==> src/design/hed_pkg.sv <==
// Shared types, codes and functions of the HTML entity to UTF-8 decoder.
// No dependencies; every other file but hed_if imports this package.
package hed_pkg;

   localparam int NAME_MAX_DEF = 16;
   localparam int LEN_W = 7;
   localparam logic [15:0] LIMIT_RST = 16'd1024;

   localparam logic [2:0] EK_NONE    = 3'd0;
   localparam logic [2:0] EK_BYTE    = 3'd1;
   localparam logic [2:0] EK_AMPHASH = 3'd2;
   localparam logic [2:0] EK_CODE    = 3'd3;
   localparam logic [2:0] EK_ECHO    = 3'd4;

   localparam logic [7:0] CH_QUOT = 8'd34;
   localparam logic [7:0] CH_AMP  = 8'd38;
   localparam logic [7:0] CH_LT   = 8'd60;
   localparam logic [7:0] CH_GT   = 8'd62;
   localparam logic [7:0] CH_HASH = 8'h23;
   localparam logic [7:0] CH_SEMI = 8'h3b;

   typedef struct packed {
      logic [2:0]       ekind;
      logic [7:0]       ebyte;
      logic [31:0]      code;
      logic [LEN_W-1:0] elen;
      logic             thas;
      logic [7:0]       tbyte;
      logic             last;
   } desc_type;

   function automatic logic is_letter(input logic [7:0] b);
      return (b >= 8'h41 && b <= 8'h5a) || (b >= 8'h61 && b <= 8'h7a);
   endfunction

   function automatic logic is_digit(input logic [7:0] b);
      return b >= 8'h30 && b <= 8'h39;
   endfunction

   function automatic logic [2:0] utf8_len(input logic [31:0] u);
      logic [2:0] n;
      if (u[31]) begin
         n = (u[7:0] != 8'd0) ? 3'd1 : 3'd0;
      end else if (u == 32'd0) begin
         n = 3'd0;
      end else if (u <= 32'h7f) begin
         n = 3'd1;
      end else if (u <= 32'h7ff) begin
         n = 3'd2;
      end else if (u <= 32'hffff) begin
         n = 3'd3;
      end else if (u <= 32'h1fffff) begin
         n = 3'd4;
      end else if (u <= 32'h3ffffff) begin
         n = 3'd5;
      end else begin
         n = 3'd6;
      end
      return n;
   endfunction

   function automatic logic [7:0] utf8_byte(input logic [31:0] u, input logic [2:0] len,
                                            input logic [2:0] idx);
      logic [2:0]  rem;
      logic [4:0]  sh;
      logic [31:0] part;
      logic [7:0]  lead;
      logic [7:0]  res;
      rem  = 3'(len - 3'd1 - idx);
      sh   = 5'({2'b00, rem} * 5'd6);
      part = u >> sh;
      case (len)
         3'd2: begin
            lead = 8'hc0;
         end
         3'd3: begin
            lead = 8'he0;
         end
         3'd4: begin
            lead = 8'hf0;
         end
         3'd5: begin
            lead = 8'hf8;
         end
         3'd6: begin
            lead = 8'hfc;
         end
         default: begin
            lead = 8'h00;
         end
      endcase
      if (len == 3'd1) begin
         res = u[7:0];
      end else if (idx == 3'd0) begin
         res = lead | part[7:0];
      end else begin
         res = 8'h80 | {2'b00, part[5:0]};
      end
      return res;
   endfunction

endpackage

==> src/design/hed_if.sv <==
// Request, response and register-write channel interfaces of the decoder.
// Depends on nothing; the top level uses all three.
interface hed_req_if;
   logic       valid;
   logic       ready;
   logic [7:0] in_byte;
   logic       in_last;
   modport source (output valid, output in_byte, output in_last, input ready);
   modport sink (input valid, input in_byte, input in_last, output ready);
endinterface

interface hed_rsp_if;
   logic       valid;
   logic       ready;
   logic [7:0] out_byte;
   logic       out_valid;
   logic       run_last;
   logic       text_end;
   modport source (output valid, output out_byte, output out_valid, output run_last,
                   output text_end, input ready);
   modport sink (input valid, input out_byte, input out_valid, input run_last,
                 input text_end, output ready);
endinterface

interface hed_csr_if;
   logic        valid;
   logic        ready;
   logic [15:0] output_limit;
   modport source (output valid, output output_limit, input ready);
   modport sink (input valid, input output_limit, output ready);
endinterface

==> src/design/hed_parser.sv <==
// Entity parser: per request, updates the parse state and registers a
// descriptor of the bytes to emit. Depends on hed_pkg.
module hed_parser import hed_pkg::*; #(
   parameter int NAME_MAX = NAME_MAX_DEF
) (
   input  logic       clock,
   input  logic       reset,
   input  logic       req_valid,
   output logic       req_ready,
   input  logic [7:0] in_byte,
   input  logic       in_last,
   input  logic       desc_take,
   output logic       desc_valid,
   output desc_type   desc,
   output logic [7:0] desc_letters [NAME_MAX]
);

   localparam int CW = $clog2(NAME_MAX + 1);
   localparam int IW = $clog2(NAME_MAX);

   localparam logic [2:0] MODE_PLAIN  = 3'd0;
   localparam logic [2:0] MODE_AMP    = 3'd1;
   localparam logic [2:0] MODE_HASH   = 3'd2;
   localparam logic [2:0] MODE_DIGITS = 3'd3;
   localparam logic [2:0] MODE_NAME   = 3'd4;

   logic [2:0]    mode_ff, mode_in, mode_upd;
   logic [31:0]   code_ff, code_in, code_upd, code_mac, code_e;
   logic [CW-1:0] count_ff, count_in, count_upd, res_cnt;
   logic [7:0]    letters_ff [NAME_MAX];
   logic [7:0]    letters_in [NAME_MAX];
   logic [7:0]    desc_letters_ff [NAME_MAX];
   logic          desc_valid_ff;
   desc_type      desc_ff, desc_in;
   logic          accept, text, resolve, known;
   logic [7:0]    known_byte;

   assign req_ready    = !desc_valid_ff || desc_take;
   assign accept       = req_valid && req_ready;
   assign desc_valid   = desc_valid_ff;
   assign desc         = desc_ff;
   assign desc_letters = desc_letters_ff;
   assign code_mac     = (code_ff << 3) + (code_ff << 1) + {28'd0, in_byte[3:0]};

   always_comb begin
      mode_upd      = mode_ff;
      code_upd      = code_ff;
      count_upd     = count_ff;
      letters_in    = letters_ff;
      res_cnt       = count_ff;
      code_e        = code_ff;
      text          = 1'b0;
      resolve       = 1'b0;
      known         = 1'b0;
      known_byte    = CH_AMP;
      desc_in       = '0;
      desc_in.tbyte = in_byte;
      desc_in.last  = in_last;
      case (mode_ff)
         MODE_AMP: begin
            if (in_byte == CH_HASH) begin
               mode_upd = MODE_HASH;
            end else if (is_letter(in_byte)) begin
               letters_in[0] = in_byte;
               count_upd     = CW'(1);
               mode_upd      = MODE_NAME;
            end else begin
               desc_in.ekind = EK_BYTE;
               desc_in.ebyte = CH_AMP;
               text          = 1'b1;
            end
         end
         MODE_HASH: begin
            if (is_digit(in_byte)) begin
               code_upd = {28'd0, in_byte[3:0]};
               mode_upd = MODE_DIGITS;
            end else begin
               desc_in.ekind = EK_AMPHASH;
               text          = 1'b1;
            end
         end
         MODE_DIGITS: begin
            if (is_digit(in_byte)) begin
               code_upd = code_mac;
            end else begin
               desc_in.ekind = EK_CODE;
               code_e        = code_ff;
               mode_upd      = MODE_PLAIN;
               text          = in_byte != CH_SEMI;
            end
         end
         MODE_NAME: begin
            if (is_letter(in_byte) && count_ff < CW'(NAME_MAX)) begin
               letters_in[count_ff[IW-1:0]] = in_byte;
               count_upd = CW'(count_ff + CW'(1));
            end else begin
               resolve   = 1'b1;
               res_cnt   = count_ff;
               count_upd = '0;
               mode_upd  = MODE_PLAIN;
               text      = in_byte != CH_SEMI;
            end
         end
         default: begin
            text = 1'b1;
         end
      endcase
      if (text) begin
         if (in_byte == CH_AMP) begin
            mode_upd = MODE_AMP;
         end else begin
            mode_upd     = MODE_PLAIN;
            desc_in.thas = 1'b1;
         end
      end
      mode_in  = mode_upd;
      code_in  = code_upd;
      count_in = count_upd;
      if (in_last) begin
         case (mode_upd)
            MODE_AMP: begin
               desc_in.thas  = 1'b1;
               desc_in.tbyte = CH_AMP;
            end
            MODE_HASH: begin
               desc_in.ekind = EK_AMPHASH;
            end
            MODE_DIGITS: begin
               desc_in.ekind = EK_CODE;
               code_e        = code_upd;
            end
            MODE_NAME: begin
               resolve = 1'b1;
               res_cnt = count_upd;
            end
            default: begin
               desc_in.thas = desc_in.thas;
            end
         endcase
         mode_in  = MODE_PLAIN;
         code_in  = '0;
         count_in = '0;
      end
      if (res_cnt == CW'(4) && letters_in[0] == "q" && letters_in[1] == "u" &&
          letters_in[2] == "o" && letters_in[3] == "t") begin
         known      = 1'b1;
         known_byte = CH_QUOT;
      end else if (res_cnt == CW'(3) && letters_in[0] == "a" && letters_in[1] == "m" &&
                   letters_in[2] == "p") begin
         known      = 1'b1;
         known_byte = CH_AMP;
      end else if (res_cnt == CW'(2) && letters_in[0] == "l" && letters_in[1] == "t") begin
         known      = 1'b1;
         known_byte = CH_LT;
      end else if (res_cnt == CW'(2) && letters_in[0] == "g" && letters_in[1] == "t") begin
         known      = 1'b1;
         known_byte = CH_GT;
      end
      if (resolve) begin
         if (known) begin
            desc_in.ekind = EK_BYTE;
            desc_in.ebyte = known_byte;
         end else begin
            desc_in.ekind = EK_ECHO;
         end
      end
      desc_in.code = code_e;
      case (desc_in.ekind)
         EK_BYTE: begin
            desc_in.elen = LEN_W'(1);
         end
         EK_AMPHASH: begin
            desc_in.elen = LEN_W'(2);
         end
         EK_CODE: begin
            desc_in.elen = LEN_W'(utf8_len(code_e));
         end
         EK_ECHO: begin
            desc_in.elen = LEN_W'(LEN_W'(res_cnt) + LEN_W'(1));
         end
         default: begin
            desc_in.elen = '0;
         end
      endcase
   end

   always_ff @(posedge clock) begin
      if (reset) begin
         mode_ff       <= MODE_PLAIN;
         code_ff       <= '0;
         count_ff      <= '0;
         desc_valid_ff <= 1'b0;
      end else if (accept) begin
         mode_ff       <= mode_in;
         code_ff       <= code_in;
         count_ff      <= count_in;
         desc_valid_ff <= 1'b1;
      end else if (desc_take) begin
         desc_valid_ff <= 1'b0;
      end
   end

   always_ff @(posedge clock) begin
      if (accept) begin
         letters_ff      <= letters_in;
         desc_letters_ff <= letters_in;
         desc_ff         <= desc_in;
      end
   end

   a_count_outside_name: assert property (@(posedge clock) disable iff (reset)
      mode_ff != MODE_NAME |-> count_ff == '0)
      else $error("name count held outside a name");

   a_count_inside_name: assert property (@(posedge clock) disable iff (reset)
      mode_ff == MODE_NAME |-> count_ff != '0 && count_ff <= CW'(NAME_MAX))
      else $error("name count out of range");

   a_last_clears: assert property (@(posedge clock) disable iff (reset)
      accept && in_last |=> mode_ff == MODE_PLAIN && code_ff == '0)
      else $error("parse state not cleared after final request");

endmodule

==> src/design/hed_serializer.sv <==
// Byte serializer: walks the registered descriptor one byte per unstalled cycle,
// applies the output limit and drives the response register. Depends on hed_pkg.
module hed_serializer import hed_pkg::*; #(
   parameter int NAME_MAX = NAME_MAX_DEF
) (
   input  logic        clock,
   input  logic        reset,
   input  logic        desc_valid,
   input  desc_type    desc,
   input  logic [7:0]  desc_letters [NAME_MAX],
   input  logic [15:0] limit,
   output logic        desc_take,
   output logic        rsp_valid,
   input  logic        rsp_ready,
   output logic [7:0]  out_byte,
   output logic        out_valid,
   output logic        run_last,
   output logic        text_end
);

   localparam int IW = $clog2(NAME_MAX);

   logic [LEN_W-1:0] k_ff, tot, km1;
   logic [15:0]      emitted_ff, emitted_nx;
   logic             rsp_valid_ff, out_valid_ff, run_last_ff, text_end_ff;
   logic [7:0]       out_byte_ff, sel_byte;
   logic             advance, step, can_emit, is_final;

   assign advance    = !rsp_valid_ff || rsp_ready;
   assign step       = desc_valid && advance;
   assign tot        = LEN_W'(desc.elen + LEN_W'(desc.thas));
   assign km1        = LEN_W'(k_ff - LEN_W'(1));
   assign emitted_nx = 16'(emitted_ff + 16'd1);
   assign can_emit   = (emitted_ff < limit) && (k_ff < tot);
   assign is_final   = (k_ff == LEN_W'(tot - LEN_W'(1))) || (emitted_nx == limit);
   assign desc_take  = step && (!can_emit || is_final);

   assign rsp_valid = rsp_valid_ff;
   assign out_byte  = out_byte_ff;
   assign out_valid = out_valid_ff;
   assign run_last  = run_last_ff;
   assign text_end  = text_end_ff;

   always_comb begin
      sel_byte = desc.tbyte;
      if (k_ff < desc.elen) begin
         case (desc.ekind)
            EK_BYTE: begin
               sel_byte = desc.ebyte;
            end
            EK_AMPHASH: begin
               sel_byte = (k_ff == '0) ? CH_AMP : CH_HASH;
            end
            EK_CODE: begin
               sel_byte = utf8_byte(desc.code, desc.elen[2:0], k_ff[2:0]);
            end
            EK_ECHO: begin
               sel_byte = (k_ff == '0) ? CH_AMP : desc_letters[km1[IW-1:0]];
            end
            default: begin
               sel_byte = 8'd0;
            end
         endcase
      end
   end

   always_ff @(posedge clock) begin
      if (reset) begin
         k_ff         <= '0;
         emitted_ff   <= '0;
         rsp_valid_ff <= 1'b0;
      end else if (step) begin
         if (can_emit) begin
            rsp_valid_ff <= 1'b1;
            if (is_final) begin
               k_ff       <= '0;
               emitted_ff <= desc.last ? 16'd0 : emitted_nx;
            end else begin
               k_ff       <= LEN_W'(k_ff + LEN_W'(1));
               emitted_ff <= emitted_nx;
            end
         end else begin
            k_ff         <= '0;
            rsp_valid_ff <= desc.last;
            if (desc.last) begin
               emitted_ff <= '0;
            end
         end
      end else if (rsp_ready) begin
         rsp_valid_ff <= 1'b0;
      end
   end

   always_ff @(posedge clock) begin
      if (step) begin
         out_byte_ff  <= can_emit ? sel_byte : 8'd0;
         out_valid_ff <= can_emit;
         run_last_ff  <= can_emit ? is_final : 1'b1;
         text_end_ff  <= can_emit ? (is_final && desc.last) : 1'b1;
      end
   end

   a_marker_ends_text: assert property (@(posedge clock) disable iff (reset)
      rsp_valid_ff && !out_valid_ff |-> run_last_ff && text_end_ff)
      else $error("bare marker without end flags");

   a_end_is_run_last: assert property (@(posedge clock) disable iff (reset)
      rsp_valid_ff && text_end_ff |-> run_last_ff)
      else $error("text end on a non-final response");

   a_index_in_range: assert property (@(posedge clock) disable iff (reset)
      desc_valid |-> k_ff == '0 || k_ff < tot)
      else $error("byte index past descriptor");

   a_take_rewinds: assert property (@(posedge clock) disable iff (reset)
      desc_take |=> k_ff == '0)
      else $error("byte index not rewound");

endmodule

==> src/design/html_entity_to_utf8_decoder.sv <==
// Top level of the HTML entity to UTF-8 decoder: output limit register,
// parser and serializer. Depends on hed_pkg, hed_if, hed_parser, hed_serializer.
//
// req_chan takes one text byte per request, with in_last on the final byte of
// a text. rsp_chan returns one output byte per response; run_last marks the
// last response of a request and text_end the last of a text. A final request
// that keeps no byte returns one bare marker (out_valid 0).
// csr_chan writes output_limit, the most bytes kept per text; it is always
// ready. The user writes it only while idle; the block does not enforce this.
// Flow: a request is written to the descriptor register and its responses pass
// on to the response register; the request holds the descriptor register until
// its last response is emitted. While rsp_chan does not stall, the serializer
// emits one byte per cycle and a stream of requests with at most one response
// each runs at one per cycle. When rsp_chan stalls, the response register holds
// and req_chan ready falls once the descriptor register is also full.
// Reset: output_limit is 1024, the parser is in plain text with no pending
// entity, and no response is valid.
module html_entity_to_utf8_decoder import hed_pkg::*; #(
   parameter int NAME_MAX = NAME_MAX_DEF
) (
   input logic      clock,
   input logic      reset,
   hed_req_if.sink   req_chan,
   hed_rsp_if.source rsp_chan,
   hed_csr_if.sink   csr_chan
);

   logic [15:0] limit_ff;
   logic        desc_valid, desc_take;
   desc_type    desc;
   logic [7:0]  desc_letters [NAME_MAX];

   assign csr_chan.ready = 1'b1;

   always_ff @(posedge clock) begin
      if (reset) begin
         limit_ff <= LIMIT_RST;
      end else if (csr_chan.valid) begin
         limit_ff <= csr_chan.output_limit;
      end
   end

   hed_parser #(
      .NAME_MAX (NAME_MAX)
   ) u_parser (
      .clock        (clock),
      .reset        (reset),
      .req_valid    (req_chan.valid),
      .req_ready    (req_chan.ready),
      .in_byte      (req_chan.in_byte),
      .in_last      (req_chan.in_last),
      .desc_take    (desc_take),
      .desc_valid   (desc_valid),
      .desc         (desc),
      .desc_letters (desc_letters)
   );

   hed_serializer #(
      .NAME_MAX (NAME_MAX)
   ) u_serializer (
      .clock        (clock),
      .reset        (reset),
      .desc_valid   (desc_valid),
      .desc         (desc),
      .desc_letters (desc_letters),
      .limit        (limit_ff),
      .desc_take    (desc_take),
      .rsp_valid    (rsp_chan.valid),
      .rsp_ready    (rsp_chan.ready),
      .out_byte     (rsp_chan.out_byte),
      .out_valid    (rsp_chan.out_valid),
      .run_last     (rsp_chan.run_last),
      .text_end     (rsp_chan.text_end)
   );

endmodule

==> src/flat_wrapper.sv <==
// flat-port wrapper written by rule: the top's interface ports become plain ports
module html_entity_to_utf8_decoder_flat import hed_pkg::*;
#(
   parameter int NAME_MAX = NAME_MAX_DEF
)
  (clock, reset, req_chan_valid, req_chan_in_byte, req_chan_in_last, req_chan_ready, rsp_chan_valid, rsp_chan_out_byte, rsp_chan_out_valid, rsp_chan_run_last, rsp_chan_text_end, rsp_chan_ready, csr_chan_valid, csr_chan_output_limit, csr_chan_ready);
  hed_req_if req_chan_i ();
  hed_rsp_if rsp_chan_i ();
  hed_csr_if csr_chan_i ();
  input logic clock;
  input logic reset;
  input wire logic [$bits(req_chan_i.valid)-1:0] req_chan_valid;
  input wire logic [$bits(req_chan_i.in_byte)-1:0] req_chan_in_byte;
  input wire logic [$bits(req_chan_i.in_last)-1:0] req_chan_in_last;
  output wire logic [$bits(req_chan_i.ready)-1:0] req_chan_ready;
  output wire logic [$bits(rsp_chan_i.valid)-1:0] rsp_chan_valid;
  output wire logic [$bits(rsp_chan_i.out_byte)-1:0] rsp_chan_out_byte;
  output wire logic [$bits(rsp_chan_i.out_valid)-1:0] rsp_chan_out_valid;
  output wire logic [$bits(rsp_chan_i.run_last)-1:0] rsp_chan_run_last;
  output wire logic [$bits(rsp_chan_i.text_end)-1:0] rsp_chan_text_end;
  input wire logic [$bits(rsp_chan_i.ready)-1:0] rsp_chan_ready;
  input wire logic [$bits(csr_chan_i.valid)-1:0] csr_chan_valid;
  input wire logic [$bits(csr_chan_i.output_limit)-1:0] csr_chan_output_limit;
  output wire logic [$bits(csr_chan_i.ready)-1:0] csr_chan_ready;
  assign req_chan_i.valid = req_chan_valid;
  assign req_chan_i.in_byte = req_chan_in_byte;
  assign req_chan_i.in_last = req_chan_in_last;
  assign req_chan_ready = req_chan_i.ready;
  assign rsp_chan_valid = rsp_chan_i.valid;
  assign rsp_chan_out_byte = rsp_chan_i.out_byte;
  assign rsp_chan_out_valid = rsp_chan_i.out_valid;
  assign rsp_chan_run_last = rsp_chan_i.run_last;
  assign rsp_chan_text_end = rsp_chan_i.text_end;
  assign rsp_chan_i.ready = rsp_chan_ready;
  assign csr_chan_i.valid = csr_chan_valid;
  assign csr_chan_i.output_limit = csr_chan_output_limit;
  assign csr_chan_ready = csr_chan_i.ready;
  html_entity_to_utf8_decoder #(.NAME_MAX(NAME_MAX)) u_core (.clock(clock), .reset(reset), .req_chan(req_chan_i), .rsp_chan(rsp_chan_i), .csr_chan(csr_chan_i));
endmodule
==> config.mk <==
export PLATFORM = sky130hd
export DESIGN_NAME = html_entity_to_utf8_decoder_flat
export DESIGN_NICKNAME = d
export VERILOG_FILES = /design/src/design/hed_pkg.sv /design/src/design/hed_if.sv /design/src/design/hed_parser.sv /design/src/design/hed_serializer.sv /design/src/design/html_entity_to_utf8_decoder.sv /design/src/flat_wrapper.sv
export SDC_FILE = /design/constraint.sdc
export NUM_CORES = 1
export LEC_CHECK = 0
export BUFFER_PORTS_ARGS = -buffer_cell sky130_fd_sc_hd__buf_2
export CORE_ASPECT_RATIO = 2
export CORE_MARGIN = 1
export CORE_UTILIZATION = 58
export DETAILED_ROUTE_END_ITERATION = 6
export GPL_TIMING_DRIVEN = 0
export PLACE_DENSITY = 0.9
export SYNTH_ARGS = -nofsm -noshare
export SYNTH_HDL_FRONTEND = slang
export SYNTH_SLANG_ARGS = --single-unit
==> constraint.sdc <==
create_clock -name clock -period 5.32 [get_ports clock]
set_input_delay 0.532 -clock clock [delete_from_list [all_inputs] [get_ports clock]]
set_output_delay 0.532 -clock clock [all_outputs]
set_load 0.05 [all_outputs]
==> After elaboration in Yosys (flattened, before gate mapping) <==
Cells that the tools add are included.
Widths: inputs -> output; s select.
{ "word_totals": {"wordCells": 243, "regBits": 280, "output_inout_bits": 14, "in_bits": 30} }
{ "classes": {"n_eq_ne": 40, "n_reduce_logical": 38, "add_sub_neg": 11, "n_bitwise": 3, "n_mul": 1, "muxes": 96, "n_lt_le_gt_ge": 18, "shifts": 1} }
{ "ops": {"columns": ["operator", "count"], "rows": [
  ["$mux 32", 5],
  ["$bwmux 128", 1],
  ["$mux 128", 1],
  ["$mux 120", 1],
  ["$mux 8", 14],
  ["$eq 8x7->1 const B", 10],
  ["$mux 16", 4],
  ["$pmux 32 s2", 1],
  ["$mux 5", 10],
  ["$mux 3", 15],
  ["$pmux 8 s5", 1],
  ["$add 32x32->32", 1],
  ["$add 32x4->32", 1],
  ["$bmux 8 s4", 1],
  ["$demux 8 s4", 1],
  ["$le 32x11->1 const B", 1],
  ["$le 32x16->1 const B", 1],
  ["$le 32x21->1 const B", 1],
  ["$le 32x26->1 const B", 1],
  ["$le 32x7->1 const B", 1],
  ["$logic_not 32->1", 1],
  ["$pmux 8 s4", 1],
  ["$shr 32x5->8", 1],
  ["$eq 3x2->1 const B", 10],
  ["other kinds (50)", 123]
]} }

==> Longest topological paths before layout <==
{ "logic_depth": {"ltp_word": 21, "ltp_mapped": 19, "depth_no_buf": 16} }

==> By module <==
A second synthesis with hierarchy kept.
{ "unflattened": {"hier_cells": 1837, "hier_area_um2": 18242.5} }
{ "modules_own_cells": {"columns": ["module", "cells_per_inst", "area_each_um2", "n_inst", "seq_area_each_um2"], "rows": [
  ["hed_parser", 1148, 11866.4, 1, 6316.1],
  ["hed_serializer", 635, 5783.0, 1, 810.8],
  ["html_entity_to_utf8_decoder", 54, 593.1, 1, 320.3]
]} }

==> Least setup slack after synthesis <==
OpenSTA, ideal clock, no wires.
{ "synth_path": {"path_kind": "register to register", "start": "register u_core.u_serializer.k_ff[0]", "end": "register u_core.u_serializer.out_byte_ff[0] (netlist: u_core.u_serializer.out_byte[0]), data pin", "setup_ns": 0.257, "required_time_ns": 5.063, "arrival_time_ns": 4.917, "n_path_buf": 4, "stages_incl_launch_ff": 18, "period_less_slack_ns": 5.173, "setup_slack_ns": 0.147, "cell_sequence": "dfxtp_1 -> buf_2 -> buf_1 -> clkbuf_1 -> inv_1 -> ha_1 -> fa_1 -> ha_1 -> inv_1 -> fa_1 -> clkbuf_1 -> mux4_2 -> mux4_2 -> mux2i_1 -> a21oi_1 -> a32o_1 -> a22oi_1 -> nor2_1"} }
{ "synth_between": {"elab_chain_cells": 8, "elab_cells_between_ends": 20, "cone_classes": "add/sub: 2; mul: 1; order compare: 2; shift: 1; mux: 9; bitwise: 2; reduce/logical: 3"} }
{ "synth_lines": {"columns": ["item", "line", "rtl"], "rows": [
  ["from (decl)", "hed_serializer.sv:23", "logic [LEN_W-1:0] k_ff, tot, km1;"],
  ["from (signal assigned)", "hed_serializer.sv:79", "k_ff <= LEN_W'(k_ff + LEN_W'(1));"],
  ["$sub 3x3->3 / $sub 4x1->4 (equally long branches)", "hed_pkg.sv:69, hed_serializer.sv:32", null],
  ["$mul 3x2->4 / $not 4->5 (equally long branches)", "hed_pkg.sv:70, hed_serializer.sv:58", null],
  ["$shr 32x5->8 / $bmux 8 s4 (equally long branches)", "hed_pkg.sv:71, hed_serializer.sv:58", null],
  ["$or 8x8->8 / $mux 8 (equally long branches)", "hed_pkg.sv:95, hed_serializer.sv:58", null],
  ["$mux 8 (on tied branches)", "hed_pkg.sv:94, hed_serializer.sv:58", null],
  ["$mux 8 (on tied branches)", "hed_pkg.sv:92, hed_serializer.sv:58", null],
  ["$pmux 8 s4", "hed_serializer.sv:47", "case (desc.ekind)"],
  ["$mux 8", "hed_serializer.sv:46", "if (k_ff < desc.elen) begin"],
  ["to (signal assigned)", "hed_serializer.sv:96", "out_byte_ff <= can_emit ? sel_byte : 8'd0;"],
  ["to (decl)", "hed_serializer.sv:26", "logic [7:0] out_byte_ff, sel_byte;"]
]} }
Several ways; a longest one is shown, not always the timed one. The select of a mux whose other input is x is not followed.
A chain may end at the register's enable or synchronous reset.

==> Final worst setup path <==
{ "layout_path": {"start": "register u_core.u_serializer.emitted_ff[0]", "end": "register u_core.u_parser.desc_letters_ff, in the netlist u_core.u_parser.desc_letters[20] (enable)"} }
{ "layout_between": {"elab_chain_cells": 8, "elab_cells_between_ends": 11, "cone_classes": "add/sub: 1; order compare: 1; eq/ne: 1; reduce/logical: 8"} }
{ "layout_lines": {"columns": ["item", "line", "rtl"], "rows": [
  ["from (decl)", "hed_serializer.sv:24", "logic [15:0] emitted_ff, emitted_nx;"],
  ["from (signal assigned)", "hed_serializer.sv:77", "emitted_ff <= desc.last ? 16'd0 : emitted_nx;"],
  ["from (signal assigned)", "hed_serializer.sv:80", "emitted_ff <= emitted_nx;"],
  ["$add 16x1->16 / $lt 16x16->1 (equally long branches)", "hed_serializer.sv:33, hed_serializer.sv:34", null],
  ["$eq 16x16->1 / $logic_and 1x1->1 (equally long branches)", "hed_serializer.sv:35, hed_serializer.sv:34", null],
  ["$logic_or 1x1->1 / $logic_not 1->1 (equally long branches)", "hed_serializer.sv:35, hed_serializer.sv:36", null],
  ["$logic_or 1x1->1 *", "hed_serializer.sv:36", "assign desc_take = step && (!can_emit || is_final);"],
  ["$logic_and 1x1->1 *", "hed_serializer.sv:36", null],
  ["$logic_or 1x1->1 *", "hed_parser.sv:38", "assign req_ready = !desc_valid_ff || desc_take;"],
  ["$logic_and 1x1->1 *", "hed_parser.sv:39", "assign accept = req_valid && req_ready;"],
  ["via u_core.u_parser.accept", "hed_parser.sv:35", "logic accept, text, resolve, known;"],
  ["$reduce_and 3->1 (no source line) *", null, null],
  ["to (signal assigned)", "hed_parser.sv:206", "desc_letters_ff <= letters_in;"],
  ["to (decl)", "hed_parser.sv:32", "logic [7:0] desc_letters_ff [NAME_MAX];"]
]} }
Mark *: on every way through the listed nets, which the timed path passes. The rest lies on a longest branch.

==> results.toml <==
[run_status]
outcome = "complete, but fails checks"
violations = "DRC"

[layout]
area_delta_synth_final_pct = 8.67
layoutNonFillerInstCount = 2199
final-seq-area_mm2 = 0.00745
final_nets = 1949
mostFrequentLayoutCells = "199 x nor2_1, 194 x edfxtp_1, 132 x nand2_1"
final_area_mm2 = 0.0194
drive_gt1_share_pct = 13.3
fillCellCount = 2223
multi_input_area_mm2 = 0.00975
final_common_cell = "nor2_1"

[global_routing]
grt_antenna_before_repair = 3
grt_start_max_net_pins = 97
grt_pass1_wl_um = 82900
grt_pass1_vias = 15400
grt-ovfl-total = 0
grtUsageTotal_pct = 34.5

[worst_setup_path]
path_max_fanout = 96
timing.critical_path.mode_cell = "nor4_1"
critPathMaxStageDelay_ns = 0.74
path_cells = "ha_1 > nand4_4 > nor4_1 > xnor2_1 > nand4_1 > nor4_1 > nor4_1 > a21o_1 > a21o_1 > bufinv_16 > nand2_1 > clkbuf_1 > nor2_1"
worstSetupPathType = "flip-flop to flip-flop"
endpoint_kind = "flip-flop"
cp-start-kind = "flip-flop"
reg2regPathDepth = 13
cp.required_ns = 5.48
cp_slowest_cell = "nor2_1"
arrival_ns = 5.26

[drt]
dr_total_vias = 15000
drt_wl_total_um = 53400
drt-pass1-iter-count = 7
wl_per_cell_um = 24.3
vias_per_cell = 6.80
ant_nets = 0
drc = 3
drt_iter0_drc = 1551

[sta]
tightest_slew_ns = 1.15
finalHoldViolCount = 0
period_share_pct = 95.8
skew_ns = 0.0170
drv_slew = 0
rsz0062_at_grt = "false"
fmax_mhz = 196
hold_ws_ns = 0.223
setup_tns_ns = 0
min_period_ns = 5.09
relSlewSlack_pct = 22.9
setup_violations = 0

[clock_network]
tritoncts = "done"
clock-sinks = 275
cts_root_buffer = "clkbuf_16"
clock_path_buffers = 3
ctsHtreeMaxLevel = 1
path_clk_slew_ns = 0.07
cts_buffers = 24
clkLatencyLatePin_ns = 0.55

[synth]
synth_top_area_share_pct = 32.7
synth_cell_types = 102
syn_avg_cell_area_um2 = 10.3
ys_ff_latch = 275
synth_top_area_cell = "edfxtp_1"
yosys_warnings = 0
syn_inst = 1735
syn-cell-area_mm2 = 0.0178
synth_area_leaders = "edfxtp_1 33%, dfxtp_1 9.1%, mux4_2 7.4%"
async_flop_share_pct = 0
synth_edf_count = 194
yosysSeqAreaShare_pct = 41.7
synth-main-ff-cell = "edfxtp_1"

[die]
std_cell_rows = 90
die_h_um = 250
ios = 44
start_util_pct = 59.1
core_mm2 = 0.0302
die_width_um = 126
die_area_mm2 = 0.0315

[worst_hold_path]
hold_path.class = "input port to flip-flop"
whs_path_depth = 3

[place]
dpl.hpwl_um = 39600
post_dp_cell_area_mm2 = 0.0185
port_buffers = 39
dp.cells = 2153
globalplace.congestion = 1.04

[power_and_ir_drop]
powerDensity_mw_per_mm2 = 266
power_leakage_uw = 0.00738
ir_drop_mv = 0.227

[run]
max_cap_viol_count = 0
==> path summary, 6_finish.rpt <==
check,from,endpoint,slack [ns]
hold / removal,csr_chan_output_limit[10],u_core.limit_ff[10],0.22
setup reg to reg,u_core.u_serializer.emitted_ff[0],u_core.u_parser.desc_letters[20],0.23
hold reg to reg,u_core.u_parser.code_ff[31],u_core.u_parser.code_ff[31],0.49
setup / recovery,u_core.u_serializer.emitted_ff[0],u_core.u_parser.desc_letters[20],0.23
==> stage by stage <==
stage          power [uW]  util, %  worst slack (ns)
3_3_place_gp         3360     61.4             -1.41
4_1_cts              5110     64.1           0.00316
5_1_grt              5280     64.2            0.0219
6_report             5160     64.2             0.225
3_5_place_dp         3390     61.4             -1.53
2_1_floorplan        3100        -             0.147
==> worst max-delay path, delay by kind of cell, from the launching register on <==
family | cells | cell delay [ns]
AND/OR/NAND/NOR | 7 | 2.44
buffers and inverters | 2 | 0.76
flip-flops | 1 | 0.46
AO/OA/AOI/OAI | 2 | 0.45
adder cells (fa/ha/maj) | 1 | 0.37
XOR/XNOR | 1 | 0.20
==> synth_stat cells (all sizes together) (5+ instances only) <==
| library cell | instances |
|---|---|
| a211oi | 15 |
| a21o | 25 |
| a21oi | 98 |
| a22o | 27 |
| a22oi | 12 |
| a31o | 6 |
| a31oi | 17 |
| and2 | 15 |
| and3 | 11 |
| and4 | 6 |
| buf | 34 |
| clkbuf | 68 |
| dfxtp | 81 |
| edfxtp | 194 |
| ha | 103 |
| inv | 64 |
| mux2 | 27 |
| mux2i | 47 |
| mux4 | 59 |
| nand2 | 133 |
| nand2b | 16 |
| nand3 | 40 |
| nand4 | 17 |
| nor2 | 199 |
| nor2b | 32 |
| nor3 | 34 |
| nor3b | 5 |
| nor4 | 17 |
| nor4b | 7 |
| o211ai | 12 |
| o21a | 16 |
| o21ai | 87 |
| o221ai | 7 |
| o2bb2ai | 8 |
| o31ai | 12 |
| o32ai | 6 |
| or2 | 11 |
| or3 | 13 |
| or3b | 8 |
| or4 | 6 |
| xnor2 | 58 |
| xor2 | 18 |
==> routing by layer <==
metal / vias up / global-route usage, % / share of wire, %
met1: 7111 / 32.0 / 30
met3: 328 / 7.61 / 8.0
li1: 6622 / - / -
met4: 6 / 31.6 / 10
met2: 893 / 62.0 / 52
met5: - / 0 / 0.071
==> repair_timing <==
action,4_1_cts,5_1_grt
pin swaps,0,1
resized for setup,13,10
setup endpoints to repair,173,90
gates cloned,0,0
setup buffers,0,2
hold buffers,0,0
==> cells by family (layout without fill, tap and decap cells) <==
logic type	count (synthesis)	after routing	share of synthesized area [%]
XOR/XNOR	76	76	3.73
flip-flops	275	275	41.7
other	2	14	0.0421
AO/OA/AOI/OAI	386	386	14.4
adder cells (fa/ha/maj)	107	107	7.67
multiplexers	133	133	11.8
buffers and inverters	169	253	3.93
AND/OR/NAND/NOR	587	587	16.7
==> sequential cells by signal (all words and copies together) (netlist names) <==
signal	cells
u_core.u_serializer.emitted_ff	16
u_core.u_serializer.out_valid	1
u_core.u_parser.mode_ff	3
u_core.u_serializer.k_ff	7
u_core.u_parser.desc_letters	128
u_core.u_serializer.out_byte	8
u_core.u_serializer.text_end	1
u_core.u_parser.desc	55
u_core.limit_ff	16
u_core.u_parser.desc_valid	1
u_core.u_serializer.rsp_valid	1
u_core.u_serializer.run_last	1
u_core.u_parser.count_ff	5
u_core.u_parser.code_ff	32
==> where the power goes <==
| part | internal (uW) | switching, uW | total [uW] |
|---|---|---|---|
| Combinational | 419 | 592 | 1010 |
| Sequential | 2340 | 49.1 | 2390 |
| Clock | 960 | 802 | 1760 |
==> area by class of cell <==
class,count,share of cell area [%]
Clock inverter,9,0.426
Timing Repair Buffer,41,1.08
Clock buffer,35,3.58
Sequential cell,275,38.4
Antenna cell,1,0.0129
Inverter,67,1.43
Multi-Input combinational cell,1302,50.3
Tap cell,368,2.37
Buffer,101,2.40
No activity file was read; power rests on OpenSTA's default activity.
